## config.mk

```make
export PLATFORM = sky130hd
export DESIGN_NAME = quoted_string_escape_decoder
export DESIGN_NICKNAME = d
export VERILOG_FILES = /design/src/design/qsed_pkg.sv /design/src/design/qsed_front.sv /design/src/design/qsed_queue.sv /design/src/design/qsed_back.sv /design/src/design/quoted_string_escape_decoder.sv
export SDC_FILE = /design/constraint.sdc
export NUM_CORES = 1
export LEC_CHECK = 0
export ABC_AREA = 1
export BUFFER_PORTS_ARGS = -buffer_cell sky130_fd_sc_hd__buf_2
export CORE_AREA = 2 2 133 135
export DETAILED_ROUTE_END_ITERATION = 10
export DIE_AREA = 0 0 135 137
export PLACE_DENSITY = 0.66
export SYNTH_ARGS = -nofsm -noshare
export SYNTH_HDL_FRONTEND = slang
export SYNTH_SLANG_ARGS = --single-unit
```

## constraint.sdc

```tcl
create_clock -name clk -period 3.65 [get_ports clk]
set_input_delay 0.73 -clock clk [delete_from_list [all_inputs] [get_ports clk]]
set_output_delay 0.73 -clock clk [all_outputs]
set_load 0.03 [all_outputs]
```

## src/design/qsed_pkg.sv

```systemverilog
// Shared types, codes and a helper function for the quoted string escape decoder.
package qsed_pkg;

	localparam int QUEUE_DEPTH_DEFAULT = 4;

	typedef enum logic [1:0] {
		OP_OPEN = 2'd0,
		OP_BYTE = 2'd1,
		OP_END  = 2'd2
	} op_t;

	typedef enum logic [1:0] {
		PH_IDLE = 2'd0,
		PH_BODY = 2'd1,
		PH_ESC  = 2'd2,
		PH_HEX  = 2'd3
	} phase_t;

	localparam logic [1:0] KIND_BYTE  = 2'd0;
	localparam logic [1:0] KIND_CLOSE = 2'd1;
	localparam logic [1:0] KIND_ERROR = 2'd2;

	localparam logic [2:0] ERR_UNTERMINATED = 3'd0;
	localparam logic [2:0] ERR_NL_LITERAL   = 3'd1;
	localparam logic [2:0] ERR_CTRL_LITERAL = 3'd2;
	localparam logic [2:0] ERR_OPEN_ESCAPE  = 3'd3;
	localparam logic [2:0] ERR_SHORT_HEX    = 3'd4;
	localparam logic [2:0] ERR_BAD_HEX      = 3'd5;
	localparam logic [2:0] ERR_UNKNOWN_ESC  = 3'd6;
	localparam logic [2:0] ERR_CTRL_BASIC   = 3'd7;

	localparam logic [7:0] UTF8_LEAD2  = 8'hC0;
	localparam logic [7:0] UTF8_LEAD3  = 8'hE0;
	localparam logic [7:0] UTF8_CONT   = 8'h80;
	localparam logic [5:0] UTF8_MASK   = 6'h3F;
	localparam logic [15:0] CP_TWO_MAX = 16'h0800;
	localparam logic [15:0] CP_ONE_MAX = 16'h0080;
	localparam logic [7:0] CTRL_LIMIT  = 8'h20;

	// One queue entry: all beats caused by one input item.
	typedef struct packed {
		logic [1:0] kind;
		logic [2:0] err;
		logic [1:0] count;
		logic [7:0] byte0;
		logic [7:0] byte1;
		logic [7:0] byte2;
	} job_t;

	typedef struct packed {
		logic valid;
		logic [3:0] value;
	} hex_t;

	function automatic hex_t hex_decode(input logic [7:0] c);
		hex_t h;
		h.valid = 1'b1;
		h.value = 4'd0;
		if (c >= 8'h30 && c <= 8'h39) begin
			h.value = 4'(c - 8'h30);
		end else if (c >= 8'h61 && c <= 8'h66) begin
			h.value = 4'(c - 8'h57);
		end else if (c >= 8'h41 && c <= 8'h46) begin
			h.value = 4'(c - 8'h37);
		end else begin
			h.valid = 1'b0;
		end
		return h;
	endfunction

endpackage

```

## src/design/qsed_front.sv

```systemverilog
// Front end: accepts input items, tracks string state and turns each item that yields output into a job.
module qsed_front import qsed_pkg::*; (
	input  logic       clk,
	input  logic       arst_n,
	input  logic       take,
	input  logic [1:0] operation,
	input  logic [7:0] text_byte,
	input  logic       literal_mode,
	output logic       push,
	output job_t       job
);

	phase_t      phase_q, phase_d;
	logic        lit_q, lit_d;
	logic [1:0]  hex_q, hex_d;
	logic [15:0] cp_q, cp_d;
	logic [15:0] cp_next;
	hex_t        hv;
	logic        emit;

	assign hv      = hex_decode(text_byte);
	assign cp_next = {cp_q[11:0], hv.value};

	always_ff @(posedge clk or negedge arst_n) begin
		if (!arst_n) begin
			phase_q <= PH_IDLE;
			lit_q   <= 1'b0;
			hex_q   <= 2'd0;
			cp_q    <= 16'd0;
		end else if (take) begin
			phase_q <= phase_d;
			lit_q   <= lit_d;
			hex_q   <= hex_d;
			cp_q    <= cp_d;
		end
	end

	always_comb begin
		phase_d = phase_q;
		lit_d   = lit_q;
		hex_d   = hex_q;
		cp_d    = cp_q;
		emit    = 1'b0;
		job     = '0;
		job.count = 2'd1;
		case (op_t'(operation))
			OP_OPEN: begin
				phase_d = PH_BODY;
				lit_d   = literal_mode;
				hex_d   = 2'd0;
				cp_d    = 16'd0;
			end
			OP_BYTE: begin
				case (phase_q)
					PH_BODY: begin
						emit = 1'b1;
						if (lit_q) begin
							if (text_byte == 8'h27) begin
								job.kind = KIND_CLOSE;
								phase_d  = PH_IDLE;
							end else if (text_byte == 8'h0A) begin
								job.kind = KIND_ERROR;
								job.err  = ERR_NL_LITERAL;
								phase_d  = PH_IDLE;
							end else if (text_byte < CTRL_LIMIT) begin
								job.kind = KIND_ERROR;
								job.err  = ERR_CTRL_LITERAL;
								phase_d  = PH_IDLE;
							end else begin
								job.byte0 = text_byte;
							end
						end else begin
							if (text_byte == 8'h22) begin
								job.kind = KIND_CLOSE;
								phase_d  = PH_IDLE;
							end else if (text_byte == 8'h5C) begin
								emit    = 1'b0;
								phase_d = PH_ESC;
							end else if (text_byte != 8'h09 && text_byte != 8'h0A
									&& text_byte < CTRL_LIMIT) begin
								job.kind = KIND_ERROR;
								job.err  = ERR_CTRL_BASIC;
								phase_d  = PH_IDLE;
							end else begin
								job.byte0 = text_byte;
							end
						end
					end
					PH_ESC: begin
						emit    = 1'b1;
						phase_d = PH_BODY;
						case (text_byte)
							8'h6E: job.byte0 = 8'h0A;
							8'h74: job.byte0 = 8'h09;
							8'h72: job.byte0 = 8'h0D;
							8'h62: job.byte0 = 8'h08;
							8'h66: job.byte0 = 8'h0C;
							8'h22: job.byte0 = 8'h22;
							8'h5C: job.byte0 = 8'h5C;
							8'h75: begin
								emit    = 1'b0;
								phase_d = PH_HEX;
								hex_d   = 2'd0;
								cp_d    = 16'd0;
							end
							default: begin
								job.kind = KIND_ERROR;
								job.err  = ERR_UNKNOWN_ESC;
								phase_d  = PH_IDLE;
							end
						endcase
					end
					PH_HEX: begin
						if (!hv.valid) begin
							emit     = 1'b1;
							job.kind = KIND_ERROR;
							job.err  = ERR_BAD_HEX;
							phase_d  = PH_IDLE;
						end else begin
							cp_d = cp_next;
							if (hex_q != 2'd3) begin
								hex_d = hex_q + 2'd1;
							end else begin
								emit    = 1'b1;
								hex_d   = 2'd0;
								phase_d = PH_BODY;
								if (cp_next < CP_ONE_MAX) begin
									job.byte0 = cp_next[7:0];
								end else if (cp_next < CP_TWO_MAX) begin
									job.count = 2'd2;
									job.byte0 = UTF8_LEAD2 | {3'd0, cp_next[10:6]};
									job.byte1 = UTF8_CONT | {2'd0, cp_next[5:0] & UTF8_MASK};
								end else begin
									job.count = 2'd3;
									job.byte0 = UTF8_LEAD3 | {4'd0, cp_next[15:12]};
									job.byte1 = UTF8_CONT | {2'd0, cp_next[11:6] & UTF8_MASK};
									job.byte2 = UTF8_CONT | {2'd0, cp_next[5:0] & UTF8_MASK};
								end
							end
						end
					end
					default: begin
						emit = 1'b0;
					end
				endcase
			end
			OP_END: begin
				job.kind = KIND_ERROR;
				phase_d  = PH_IDLE;
				case (phase_q)
					PH_BODY: begin
						emit    = 1'b1;
						job.err = ERR_UNTERMINATED;
					end
					PH_ESC: begin
						emit    = 1'b1;
						job.err = ERR_OPEN_ESCAPE;
					end
					PH_HEX: begin
						emit    = 1'b1;
						job.err = ERR_SHORT_HEX;
					end
					default: begin
						emit = 1'b0;
					end
				endcase
			end
			default: begin
				emit = 1'b0;
			end
		endcase
	end

	assign push = take && emit;

endmodule

```

## src/design/qsed_queue.sv

```systemverilog
// Short job queue between the front end and the back end.
module qsed_queue import qsed_pkg::*; #(
	parameter int DEPTH = QUEUE_DEPTH_DEFAULT
) (
	input  logic clk,
	input  logic arst_n,
	input  logic push,
	input  job_t wr_job,
	input  logic pop,
	output job_t rd_job,
	output logic not_empty,
	output logic not_full
);

	localparam int AW = (DEPTH > 1) ? $clog2(DEPTH) : 1;
	localparam int CW = $clog2(DEPTH + 1);

	job_t          mem_q [DEPTH];
	logic [AW-1:0] wr_ptr_q, rd_ptr_q;
	logic [CW-1:0] count_q;
	logic          do_push, do_pop;

	assign not_empty = count_q != CW'(0);
	assign not_full  = count_q != CW'(DEPTH);
	assign do_push   = push && not_full;
	assign do_pop    = pop && not_empty;
	assign rd_job    = mem_q[rd_ptr_q];

	always_ff @(posedge clk) begin
		if (do_push) begin
			mem_q[wr_ptr_q] <= wr_job;
		end
	end

	always_ff @(posedge clk or negedge arst_n) begin
		if (!arst_n) begin
			wr_ptr_q <= '0;
			rd_ptr_q <= '0;
			count_q  <= '0;
		end else begin
			if (do_push) begin
				wr_ptr_q <= (wr_ptr_q == AW'(DEPTH - 1)) ? '0 : wr_ptr_q + AW'(1);
			end
			if (do_pop) begin
				rd_ptr_q <= (rd_ptr_q == AW'(DEPTH - 1)) ? '0 : rd_ptr_q + AW'(1);
			end
			if (do_push && !do_pop) begin
				count_q <= count_q + CW'(1);
			end else if (do_pop && !do_push) begin
				count_q <= count_q - CW'(1);
			end
		end
	end

endmodule

```

## src/design/qsed_back.sv

```systemverilog
// Back end: splits each job into result beats and holds them in the output register.
module qsed_back import qsed_pkg::*; (
	input  logic       clk,
	input  logic       arst_n,
	input  job_t       job,
	input  logic       job_valid,
	output logic       pop,
	output logic       result_valid,
	input  logic       result_ready,
	output logic [1:0] result_kind,
	output logic [7:0] decoded_byte,
	output logic [2:0] error_code,
	output logic       last_of_run
);

	logic [1:0] idx_q;
	logic       out_valid_q;
	logic [1:0] kind_q;
	logic [7:0] byte_q;
	logic [2:0] err_q;
	logic       last_q;
	logic       load;
	logic       is_last;
	logic [7:0] sel_byte;

	assign load    = job_valid && (!out_valid_q || result_ready);
	assign is_last = idx_q == (job.count - 2'd1);
	assign pop     = load && is_last;

	always_comb begin
		case (idx_q)
			2'd0:    sel_byte = job.byte0;
			2'd1:    sel_byte = job.byte1;
			2'd2:    sel_byte = job.byte2;
			default: sel_byte = 8'd0;
		endcase
	end

	always_ff @(posedge clk or negedge arst_n) begin
		if (!arst_n) begin
			idx_q       <= 2'd0;
			out_valid_q <= 1'b0;
		end else begin
			if (load) begin
				idx_q <= is_last ? 2'd0 : idx_q + 2'd1;
			end
			if (load) begin
				out_valid_q <= 1'b1;
			end else if (result_ready) begin
				out_valid_q <= 1'b0;
			end
		end
	end

	always_ff @(posedge clk) begin
		if (load) begin
			kind_q <= job.kind;
			byte_q <= sel_byte;
			err_q  <= job.err;
			last_q <= is_last;
		end
	end

	assign result_valid = out_valid_q;
	assign result_kind  = kind_q;
	assign decoded_byte = byte_q;
	assign error_code   = err_q;
	assign last_of_run  = last_q;

endmodule

```

## src/design/quoted_string_escape_decoder.sv

```systemverilog
// Top level of the quoted string escape decoder: front end, job queue and back end.
//
//   Channel   Handshake                  Beat contents
//   item      item_valid / item_ready    operation, text_byte, literal_mode
//   result    result_valid / result_ready result_kind, decoded_byte, error_code, last_of_run
//
// An item is classified combinationally and its job is written into the job queue at the edge
// that accepts it; the job's first result beat is then loaded into the output register.
// One item per cycle is accepted while the job queue is not full; a \u escape that expands to
// two or three bytes occupies the output for one beat per byte while the queue keeps taking items.
// The reset clears string state, queue pointers and the output valid flag.
// item_ready drops only when the job queue is full.
module quoted_string_escape_decoder import qsed_pkg::*; #(
	parameter int QUEUE_DEPTH = QUEUE_DEPTH_DEFAULT
) (
	input  logic       clk,
	input  logic       arst_n,
	input  logic       item_valid,
	output logic       item_ready,
	input  logic [1:0] operation,
	input  logic [7:0] text_byte,
	input  logic       literal_mode,
	output logic       result_valid,
	input  logic       result_ready,
	output logic [1:0] result_kind,
	output logic [7:0] decoded_byte,
	output logic [2:0] error_code,
	output logic       last_of_run
);

	logic take;
	logic push;
	job_t front_job;
	job_t head_job;
	logic head_valid;
	logic not_full;
	logic pop;

	assign item_ready = not_full;
	assign take       = item_valid && not_full;

	qsed_front u_front (
		.clk          (clk),
		.arst_n       (arst_n),
		.take         (take),
		.operation    (operation),
		.text_byte    (text_byte),
		.literal_mode (literal_mode),
		.push         (push),
		.job          (front_job)
	);

	qsed_queue #(
		.DEPTH (QUEUE_DEPTH)
	) u_queue (
		.clk       (clk),
		.arst_n    (arst_n),
		.push      (push),
		.wr_job    (front_job),
		.pop       (pop),
		.rd_job    (head_job),
		.not_empty (head_valid),
		.not_full  (not_full)
	);

	qsed_back u_back (
		.clk          (clk),
		.arst_n       (arst_n),
		.job          (head_job),
		.job_valid    (head_valid),
		.pop          (pop),
		.result_valid (result_valid),
		.result_ready (result_ready),
		.result_kind  (result_kind),
		.decoded_byte (decoded_byte),
		.error_code   (error_code),
		.last_of_run  (last_of_run)
	);

endmodule
```

[After elaboration in Yosys (flattened, before gate mapping)]
Memories as Yosys holds them, arrays and structs flattened.
Index checks and enable logic that the tools add are counted.
Widths: inputs -> output; s select.
Storage, ports and cells
  logic and storage cells: 173
  memory bits (writable): 124
  input port bits: 15
  bits in registers: 41
  memories kept: 1
Cells by class
  $lt $le $gt $ge: 9
  $add $sub $neg: 10
  eq/ne operators: 31
  mux-type cells: 79
  reduce and logical (&&, ||, !) cells: 30
Memories
  u_queue.mem_q: depth 4, width 31, read ports 1, clocked after memory_dff 0, write ports 1, RTL line qsed_queue.sv:18  | job_t mem_q [DEPTH];
Operator list (number)
  $mux 26: 3
  $mux 8: 9
  $eq 8x7->1 const B: 7
  $pmux 7 s7: 1
  $pmux 12 s2: 2
  $pmux 8 s3: 2
  $mux 2: 19
  $mux 5: 7
  $mux 16: 2
  $mux 12: 2
  $mux 17: 1
  $eq 8x6->1 const B: 2
  $ge 8x7->1 const B: 2
  $le 8x7->1 const B: 2
  $lt 16x12->1 const B: 1
  $lt 16x8->1 const B: 1
  $ne 8x4->1 const B: 2
  $pmux 5 s3: 1
  $mux 1: 14
  $logic_and 1x1->1: 13
  $eq 2x2->1 const B: 6
  $mux 3: 4
  $mux 4: 3
  $pmux 2 s2: 3
  34 further kinds: 50

[Depth between registers and ports, before layout]
  word-level depth: 14
  gate-level depth with buffers: 17
  gate-level depth less buffers: 17

[Cells and area by module]
A second synthesis with hierarchy kept.
Unflattened totals
  cells, all modules: 889
  area total of the unflattened synthesis: 8622.0 um2
Modules (own cells, without submodules)
  qsed_queue: area each 5547.8 um2, cells an instance 421, sequential area each 3898.7 um2, instances 1
  qsed_front: area each 2187.1 um2, cells an instance 366, sequential area each 425.4 um2, instances 1
  qsed_back: area each 879.6 um2, cells an instance 100, sequential area each 495.5 um2, instances 1
  quoted_string_escape_decoder: area each 7.5 um2, cells an instance 2, sequential area each 0.0 um2, instances 1

[Least setup slack after synthesis]
OpenSTA, ideal clock, no wires.
  path type: in2reg
  start: in text_byte[0]
  end: mem u_queue.mem_q[3][0] in the netlist's numbering (enable)
  cell stages on the path: 11
  arrival: 2.910 ns
  path slack: 0.327 ns
  library setup time: 0.413 ns
  buffers on the path: 0
  cell sequence: inv_1 > ha_1 > nand2_1 > nand3_2 > nand2_4 > nand3_2 > nand2_1 > nand2_1 > nand2_1 > nand2_2 > nor2_1
Between the ends
  cells in the longest elaborated chain, start to end: 12
  elaborated cells between the ends (all ways): 26
  classes of those cells: 6 x order compare; 3 x eq/ne; 12 x mux; 5 x reduce/logical
Ends and longest elaborated chain
  start: declaration: RTL line quoted_string_escape_decoder.sv:21  | input logic [7:0] text_byte,
  $ge 8x7->1 / $le 8x7->1 (equally long branches): RTL line qsed_pkg.sv:63  | end else if (c >= 8'h41 && c <= 8'h46) begin
  $logic_and 1x1->1: RTL line qsed_pkg.sv:63
  $mux 1: RTL line qsed_pkg.sv:63
  $mux 1: RTL line qsed_pkg.sv:61  | end else if (c >= 8'h61 && c <= 8'h66) begin
  $mux 1: RTL line qsed_pkg.sv:59  | if (c >= 8'h30 && c <= 8'h39) begin
  $mux 1: RTL line qsed_front.sv:114  | if (!hv.valid) begin
  $pmux 1 s3 *: RTL line qsed_front.sv:54  | case (phase_q)
  $pmux 1 s2 *: RTL line qsed_front.sv:46  | case (op_t'(operation))
  $logic_and 1x1->1 *: RTL line qsed_front.sv:174  | assign push = take && emit;
  $logic_and 1x1->1 *: RTL line qsed_queue.sv:25  | assign do_push = push && not_full;
  $mux 1 *: RTL line qsed_queue.sv:30  | if (do_push) begin
  $mux 1 (implied by the code) *: RTL line qsed_queue.sv:31  | mem_q[wr_ptr_q] <= wr_job;
  end: declaration: RTL line qsed_queue.sv:18
Every way passes the cells marked *; elsewhere a longest branch is shown, timed or not.

[Worst setup path after layout]
  start: in text_byte[0]
  end: reg u_queue.count_q[2]
Between the ends
  cells in the longest elaborated chain, start to end: 13
  elaborated cells between the ends (all ways): 29
  classes of those cells: 6 x order compare; 3 x eq/ne; 11 x mux; 9 x reduce/logical
Ends and longest elaborated chain
  $ge 8x7->1 / $le 8x7->1 (equally long branches): RTL line qsed_pkg.sv:63
  $logic_and 1x1->1: RTL line qsed_pkg.sv:63
  $mux 1: RTL line qsed_pkg.sv:63
  $mux 1: RTL line qsed_pkg.sv:61
  $mux 1: RTL line qsed_pkg.sv:59
  $mux 1: RTL line qsed_front.sv:114
  $pmux 1 s3 *: RTL line qsed_front.sv:54
  $pmux 1 s2 *: RTL line qsed_front.sv:46
  $logic_and 1x1->1 *: RTL line qsed_front.sv:174
  $logic_and 1x1->1 *: RTL line qsed_queue.sv:25
  net u_queue.do_push: RTL line qsed_queue.sv:21  | logic do_push, do_pop;
  $logic_not 1->1: RTL line qsed_queue.sv:49  | end else if (do_pop && !do_push) begin
  $logic_and 1x1->1: RTL line qsed_queue.sv:49
  $reduce_bool 2->1 (no source line)
  end signal: assignment: RTL line qsed_queue.sv:48  | count_q <= count_q + CW'(1);
  end signal: assignment: RTL line qsed_queue.sv:50  | count_q <= count_q - CW'(1);
  end: declaration: RTL line qsed_queue.sv:20  | logic [CW-1:0] count_q;
The timed path passes the listed nets; every way through them passes the cells marked *.
A chain may end at the register's enable or synchronous reset.

==> run_results.csv <==
group,metric,value,unit
pwr,power,5.662,mW
job,drv_cap,0,
sta,period_share,0.7691,
critical_path,r2r_cells,13,
critical_path,endpoint_kind,"flop",
route,num_vias,5509,
critical_path,cp_data_arrival_time,3.11,ns
clock_tree,cts_max_path_buffers,2,
sta,setup_viol,0,
critical_path,critPathMaxFanout,7,
clock_tree,path_clk_slew,0.06,ns
logic_synthesis,ys_top_cells_by_area,"edfxtp_1 (50%), dfrtp_1 (8.9%), nand2_1 (7.6%)",
route,drt-initial-drc-count,451,
sta,period_needed,2.807,ns
route,drc,0,
placement,place_hpwl,11130,µm
pwr,vdd_drop_max,0.3513,mV
critical_path,endpoint,"u_queue.count_q[2]",
clock_tree,clockRootBuffer,"clkbuf_16",
die,die_height,137,µm
final_layout,final_cells,1046,
critical_path,cpMostUsedCell,"nand2_1",
logic_synthesis,synthTopCellsByCount,"nand2_1 (153), edfxtp_1 (126), nor2_1 (97)",
logic_synthesis,synth_top_area_frac,0.5006,
sta,max_freq,356.2,MHz
sta,maxSlewViolCount,0,
die,die_area,18500,µm²
critical_path,r2r-end,"u_queue.count_q[1]",
pwr,p_per_area,665.0,nW/µm²
global_routing,grt_pass1_vias,5148,
critical_path,critPathKind,"in -> reg",
global_routing,globalRoute.totalOverflow,0,
outcome,status,"finished, final reports clean",
route,first_pass_iters,8,
logic_synthesis,synthCells,773,
clock_tree,numClockSinks,153,
route,viasPerCell,5.267,
global_routing,gr-usage-all-layers,0.1907,
die,io_pins,31,
critical_path,cp-startpoint,"text_byte[0]",
critical_path,cp_slowest_cell,"fa_1",
critical_path,critPathMaxStageDelay,0.37,ns
clock_tree,clkLatencyLatePin,0.43,ns
clock_tree,cts_hold_buf,0,
sta,finalClockSkew,0.007449,ns
logic_synthesis,synth_seq_cells,153,
global_routing,grt_first_pass_wirelength,26920,µm
die,rows,48,
die,initial_utilization,0.4431,
critical_path,rrSetupSlack,0.88,ns
logic_synthesis,syn_nets,814,
placement,place.gp.congestion,0.9508,
route,routedWlPerCell,16.08,µm
clock_tree,cts-resized-gates,0,
die,die_x,135,µm
global_routing,grt_max_degree,41,
logic_synthesis,syn_area_per_cell,9.778,µm²
route,wl,16820,µm
critical_path,cp_data_required_time,3.96,ns
pwr,power.leakage,3.492,nW
logic_synthesis,yosys_warnings,0,
critical_path,cp_cell_sequence,"buf_2, inv_1, ha_1, nand2_1, nand3_2, nand2_4, nand3_2, nand2_1, nand2_1, nand2_1, nand2_2, inv_1, ha_1, inv_1, fa_1, a21oi_1, o21ai_0, xor2_1",
critical_path,timing.rr.start,"u_queue.rd_ptr_q[0]",
logic_synthesis,synth.distinct_cells,33,
final_layout,diodes,0,
final_layout,area_growth,12.65,%
clock_tree,postCtsSetupRepairBufs,0,
logic_synthesis,async_flop_share,0.1765,
final_layout,layout-drive-gt1-share,0.1303,
logic_synthesis,synthesis.area,7558,µm²
placement,place_inst,1014,
clock_tree,numCtsBuffers,17,
sta,rsz0062_at_grt,"no",
final_layout,nNetsFinal,849,
logic_synthesis,ys_seq_area_frac,0.5900,
clock_tree,h-tree-depth,4,
global_routing,antenna_found_initial,0,
logic_synthesis,yosysMostFrequentCell,"nand2_1",
placement,port_buffers,30,
die,core,17060,µm²
logic_synthesis,synth_ff_type,"edfxtp_1",
logic_synthesis,synth_largest_area_cell,"edfxtp_1",
sta,relSlewSlack,0.5389,
sta,hold_viol,0,
route,final_antenna_net_count,0,
sta,fin_tns_setup,0,ns
critical_path,startpoint_type,"input port",
hold_path,worstHoldPathType,"in -> async",
logic_synthesis,synth-edff-count,126,
clock_tree,cts_tree,"done",
sta,tightest_slew,0.6916,ns
kinds of logic after synthesis:
kind of cell             count (synthesis)  share of synthesized area
AO/OA/AOI/OAI                          129                    0.09651
AND/OR/NAND/NOR                        349                     0.2041
adder cells (fa/ha/maj)                 26                    0.04403
flip-flops                             153                     0.5900
XOR/XNOR                                 3                   0.003477
buffers and inverters                  113                    0.06191
metal layers:
metal,vias up,share of wire,GRT usage
met4,0,0.018,0.08160
met3,28,0.058,0.03370
met5,-,0,0
li1,2695,-,-
met2,172,0.47,0.2975
met1,2614,0.45,0.2635
layout by cell type, fill, tap and decap left out, drive strengths merged, types with 2 or more instances in the layout:
master    instances
clkbuf           22
o22ai            30
edfxtp          126
ha               25
clkinvlp          2
dfrtp            27
bufinv            2
nor3              6
buf              43
a21oi            19
xor2              2
nand2           163
clkinv            6
nor2            101
nand4             6
inv              86
o211ai            3
o21ai            74
nand3            71
critical path, delay by kind of cell:
family | cells | cell delay (ns)
xor gates and xnor gates | 1 | 0.15
and+or+nand+nor | 8 | 0.86
adders and majority gates | 3 | 0.76
buffers and inverters | 4 | 0.39
AOI/OAI and AO/OA | 2 | 0.24
where the power goes:
part	internal (mW)	total (mW)	leakage [nW]	switching [mW]
combinational	0.540	1.80	1.76	1.26
clock	0.997	1.67	0.263	0.669
sequential	2.11	2.20	1.47	0.0871
total	3.65	5.66	3.49	2.02
layout make-up:
| type | instances | area [µm²] |
|---|---|---|
| well taps | 225 | 281.5 |
| clock inverters | 10 | 106.4 |
| fillers | 1600 | 8542 |
| clock buffers | 22 | 444.2 |
| flip-flops and latches | 153 | 4459 |
| multi-input cells | 507 | 2648 |
| inverters | 86 | 327.8 |
| repair buffers | 43 | 247.7 |
registers in the layout, indices dropped and copies added, names as in the netlist:
| signal | cells |
|---|---|
| u_front.phase_q | 2 |
| u_front.hex_q | 2 |
| u_back.decoded_byte | 8 |
| u_queue.wr_ptr_q | 2 |
| u_queue.rd_ptr_q | 2 |
| u_back.last_of_run | 1 |
| u_queue.mem_q | 112 |
| u_back.result_kind | 2 |
| u_back.result_valid | 1 |
| u_queue.count_q | 3 |
| u_front.lit_q | 1 |
| u_back.idx_q | 2 |
| u_front.cp_q | 12 |
| u_back.error_code | 3 |
worst min path at each step:
stage / to / slack [ns] / depth (start not counted)
2_1_floorplan: u_back.idx_q[0] / 0.43 / 0
3_3_place_gp: u_front.hex_q[1] / 0.47 / 2
3_5_place_dp: u_front.hex_q[1] / 0.48 / 2
4_1_cts: u_queue.count_q[2] / 0.36 / 1
5_1_grt: u_queue.rd_ptr_q[0] / 0.39 / 1
6_report: u_queue.rd_ptr_q[0] / 0.34 / 1
through the flow:
stage,hold WS (ns),area (µm²),util,worst slack (ns)
2_1_floorplan,0.4344,7559,-,0.3274
3_3_place_gp,0.4692,7964,0.4669,0.4560
3_5_place_dp,0.4841,7964,0.4669,0.4071
4_1_cts,0.3632,8514,0.4992,0.8561
5_1_grt,0.3939,8514,0.4992,0.5855
6_report,0.3447,8514,0.4992,0.8429
(Power assumes the default switching activity.)
